**config.mk**
```make
export PLATFORM = sky130hd
export DESIGN_NAME = vrps_ram
export DESIGN_NICKNAME = d
export VERILOG_FILES = /design/src/rtl/vrps_ram.sv
export SDC_FILE = /design/constraint.sdc
export NUM_CORES = 2
export LEC_CHECK = 0
export ABC_CLOCK_PERIOD_IN_PS = 3850
export BUFFER_PORTS_ARGS = -buffer_cell sky130_fd_sc_hd__buf_4
export CORE_UTILIZATION = 55
export DETAILED_ROUTE_END_ITERATION = 12
export GPL_TIMING_DRIVEN = 0
export PLACE_DENSITY = 0.71
export SYNTH_ARGS = -nofsm -noshare
export SYNTH_HDL_FRONTEND = slang
export SYNTH_SLANG_ARGS = --single-unit
```
**constraint.sdc**
```tcl
create_clock -name i_clk -period 3.85 [get_ports i_clk]
set_clock_uncertainty 0.1 [all_clocks]
set_input_delay 0.1925 -clock i_clk [delete_from_list [all_inputs] [get_ports i_clk]]
set_output_delay 0.1925 -clock i_clk [all_outputs]
set_load 0.01 [all_outputs]
```
**src/rtl/vrps_ram.sv**
```systemverilog
// Generic single-port-write, registered-read RAM.
`timescale 1ns / 1ps

module vrps_ram #(
    parameter int WIDTH = 8,
    parameter int DEPTH = 256,
    localparam int AW = $clog2(DEPTH)
) (
    input  logic             i_clk,
    input  logic             i_we,
    input  logic [AW-1:0]    i_waddr,
    input  logic [WIDTH-1:0] i_wdata,
    input  logic             i_re,
    input  logic [AW-1:0]    i_raddr,
    output logic [WIDTH-1:0] o_rdata
);

    logic [WIDTH-1:0] r_mem [DEPTH];
    logic [WIDTH-1:0] r_rdata;

    always_ff @(posedge i_clk) begin
        if (i_we) begin
            r_mem[i_waddr] <= i_wdata;
        end
        if (i_re) begin
            r_rdata <= r_mem[i_raddr];
        end
    end

    assign o_rdata = r_rdata;

endmodule

```
* After elaboration in Yosys (flattened, before gate mapping)
Memories as Yosys holds them, arrays and structs flattened. A register that Yosys moved wholly into a read port is not among the register bits.
Cells that the tools add are included.
** Storage, ports and cells
- Input bits :: 27
- Memories :: 1
- Word-level logic and storage cells :: 3
- Output and inout port bits :: 8
- Memory bits (writable) :: 2048
- Bits in registers :: 0
** Cells by class
- Multiplexer cells :: 2
** Memories
- r_mem :: words 256, width 8, rd ports 1, clocked after memory_dff 1, write ports 1, line 18 : logic [WIDTH-1:0] r_mem [DEPTH];
** Operators by type and width (number)
- 2-to-1 mux 1 bit :: 2

* Longest topological paths before layout
- Depth in word-level cells :: 2
- Depth in mapped cells :: 11
- Mapped depth without buffers :: 6

* Worst setup path before layout
Ideal clock, no wire load.
- Path kind :: input port to flip-flop
- Start point :: input port i_raddr[0]
- End point :: register r_rdata[2], in the netlist o_rdata[2], read port of r_mem, data pin
- Setup time :: 269 ps
- Stages on the path :: 9
- Data required time :: 3481 ps
- Setup slack :: 1481 ps
- Buffers on the path :: 4
- Data arrival time :: 2000 ps
- Path through :: buf_6 -> buf_12 -> buf_8 -> buf_2 -> mux4_2 -> a22oi_1 -> a21oi_1 -> nor4_1 -> nor4_2
** RTL lines
- from (decl) :: line 14 : input logic [AW-1:0] i_raddr,
- to (decl) :: line 19 : logic [WIDTH-1:0] r_rdata;

==> results.toml <==
[global_routing]
grt_max_degree = 165
grt-ovfl-total = 0
grt_pass1_vias = 40420
antenna_found_initial = 20
gr-usage-all-layers_pct = 31.88
grt_pass1_wl_mm = 316.4

[finish]
drive_gt1_share_pct = 21.96
utilization_pct = 61.96
nets = 4006
syn_to_final_growth_pct = 11.77

[timing]
hold_violations = 0
hold_slack_ns = 0.1110
finalMaxSlewViolations = 1
rsz0062_at_grt = "false"
period_share_pct = 108.1
fmax_mhz = 240.3
layout_setup_ws_ns = -0.3115
tightest_slew_ns = 1.507
slew_headroom_pct = -0.4572
setup_viol = 3
layout_min_cycle_time_ns = 4.161

[clocking]
clk_pin_slew_ns = 0.06
cts-root-buf = "clkbuf_16"
h-tree-depth = 4
cts_buffers = 196
cts_tree = "done"
clock-sinks = 2056
clockBufferDepth = 3
clk_latency_ns = 0.86
post_cts_buffers = 0

[drt]
dr.first_iter.drc_count = 7359
ant_nets = 0
vias = 42220
wl_per_cell_um = 38.24
routed_wl_mm = 231.7
drt_pass1_iterations = 12
vias_per_cell = 6.967
drc_errors = 4

[logic_synthesis]
synth_edf_count = 2056
synth.most_common_cell = "edfxtp_1"
ys_seq_elements = 2056
synthesis.area_mm2 = 0.07964
async_flop_share_pct = 0
synth_nets = 3760
synthTopCellsByArea = "edfxtp_1 78%, mux4_2 13%, mux2i_1 1.7%"
synth_top_area_cell = "edfxtp_1"
yosysSeqAreaShare_pct = 77.53
synthTopCellsByCount = "2056 x edfxtp_1, 454 x mux4_2, 282 x nor2_1"
yosysWarnings = 0
synthFlopType = "edfxtp_1"
syn-instance-count = 3733
yosys.area.top_type_share_pct = 77.53
syn_avg_cell_area_um2 = 21.33
ys_types = 54

[floorplanning]
initial_core_util_pct = 55.44
fp.dieW_um = 382.5
coreArea_mm2 = 0.1437
rows = 139
dieArea_mm2 = 0.1463
boundaryPins = 35
die_h_um = 382.5

[power_and_ir_drop]
switchingPower_mw = 10.26
power.internal_mw = 36.11
ir_drop_v = 0.0003982
powerDensity_mw_per_mm2 = 521.0
clkPwrFrac_pct = 41.1
swShare_pct = 22.13
p_seq_share_pct = 53.3
p_leak_nw = 27.42
combinationalPowerShare_pct = 5.6

[critical_path]
worst_setup_path_start_kind = "input port"
worstSetupPathType = "input port to register"
crit_fanout = 10
cp.required_ns = 4.28
crit_arrival_ns = 4.59
cp-end-kind = "register"

[placed_design]
place_ws_ns = -1.200
port_buffers = 27
dp_hpwl_mm = 150.9
gp_congestion = 0.9718

[run_status]
status = "finished with violations"
violations = "DRC, capacitance limit, slew limit, setup timing"

[job]
cap_violations = 1

[min_path]
worst_hold_path_type = "input port to register"
-- metrics by stage --
stage | total power [mW] | setup TNS [ns] | area (um^2) | std cells
after floorplan | 26.38 | 0 | 79640 | 3733
after global placement | 27.64 | -15.83 | 82220 | 5663
after detailed placement | 27.68 | -7.277 | 82560 | 5674
after CTS | 46.30 | 0 | 88950 | 6044
after global routing | 47.19 | 0 | 88980 | 6046
final | 46.37 | -0.4386 | 89010 | 6059
-- logic make-up after synthesis --
logic type	Yosys count	share of synthesized area [%]
flip-flops	2056	77.53
multiplexers	591	14.60
AND/OR/NAND/NOR	466	2.625
AO/OA/AOI/OAI	385	3.416
buffers and inverters	235	1.829
-- power groups by stage --
| stage | clock network (mW) | logic [mW] | registers [mW] |
|---|---|---|---|
| 2_1_floorplan | 0 | 1.20 | 25.2 |
| 3_3_place_gp | 0 | 2.42 | 25.2 |
| 3_5_place_dp | 0 | 2.50 | 25.2 |
| 4_1_cts | 19.1 | 2.52 | 24.7 |
| 5_1_grt | 19.9 | 2.62 | 24.7 |
| 6_report | 19.1 | 2.60 | 24.7 |
-- worst paths after layout --
| check | start | to | slack [ns] | cells past startpoint |
|---|---|---|---|---|
| worst max-delay path | i_raddr[3] | o_rdata[2] | -0.31 | 8 |
| worst min-delay path | i_waddr[4] | r_mem[112][7] | 0.11 | 3 |
| worst max register to register | r_mem[141][2] | o_rdata[2] | 0.18 | 6 |
| worst min register to register | r_mem[78][0] | o_rdata[0] | 1.15 | 5 |
-- cell usage in the layout, fill, tap and decap left out, drive strengths merged, types with 13 or more instances in the layout --
cell type  instances
a211oi            16
a21oi             96
a221oi            14
a22oi            133
buf              157
bufinv            17
clkbuf           355
clkinv            89
diode             13
edfxtp          2056
mux2i            134
mux4             456
nand2             33
nand3             34
nor2             282
nor2b             31
nor3              22
nor4              27
o221ai            47
o22ai             28
-- critical path, cell delays in order --
cell and delay (ns):
buf_4 0.13, buf_2 0.33, buf_1 1.04, mux4_2 0.48, nor2_1 0.05, a2111oi_0 1.20
nor3_1 0.34, nor4_2 0.79
-- state kept, by name, summed over array words and instances (netlist names) --
register / flops
o_rdata: 8
r_mem: 2048
-- metal layers --
metal	global-route usage [%]	share of wire, %	vias to the layer above
li1	-	-	16240
met1	42.29	35	21840
met2	47.17	45	3414
met3	10.76	14	713
met4	16.64	5.9	14
met5	0	0.036	-
-- what timing repair did --
item | 4_1_cts | 5_1_grt
endpoints found under the hold margin | 933 | 0
setup endpoints to repair | 5 | 1
gates resized for setup | 12 | 2
hold buffers | 9 | 0
-- cell type report --
class	count	area, um^2
inverters	2	7.507
clock inverters	119	1142
multi-input cells	1442	16480
clock buffers	243	5124
fillers	9742	54650
diodes	13	32.53
plain buffers	232	1495
well taps	1903	2381
repair buffers	49	603.1
flip-flops and latches	2056	61740
(Power assumes the default switching activity.)
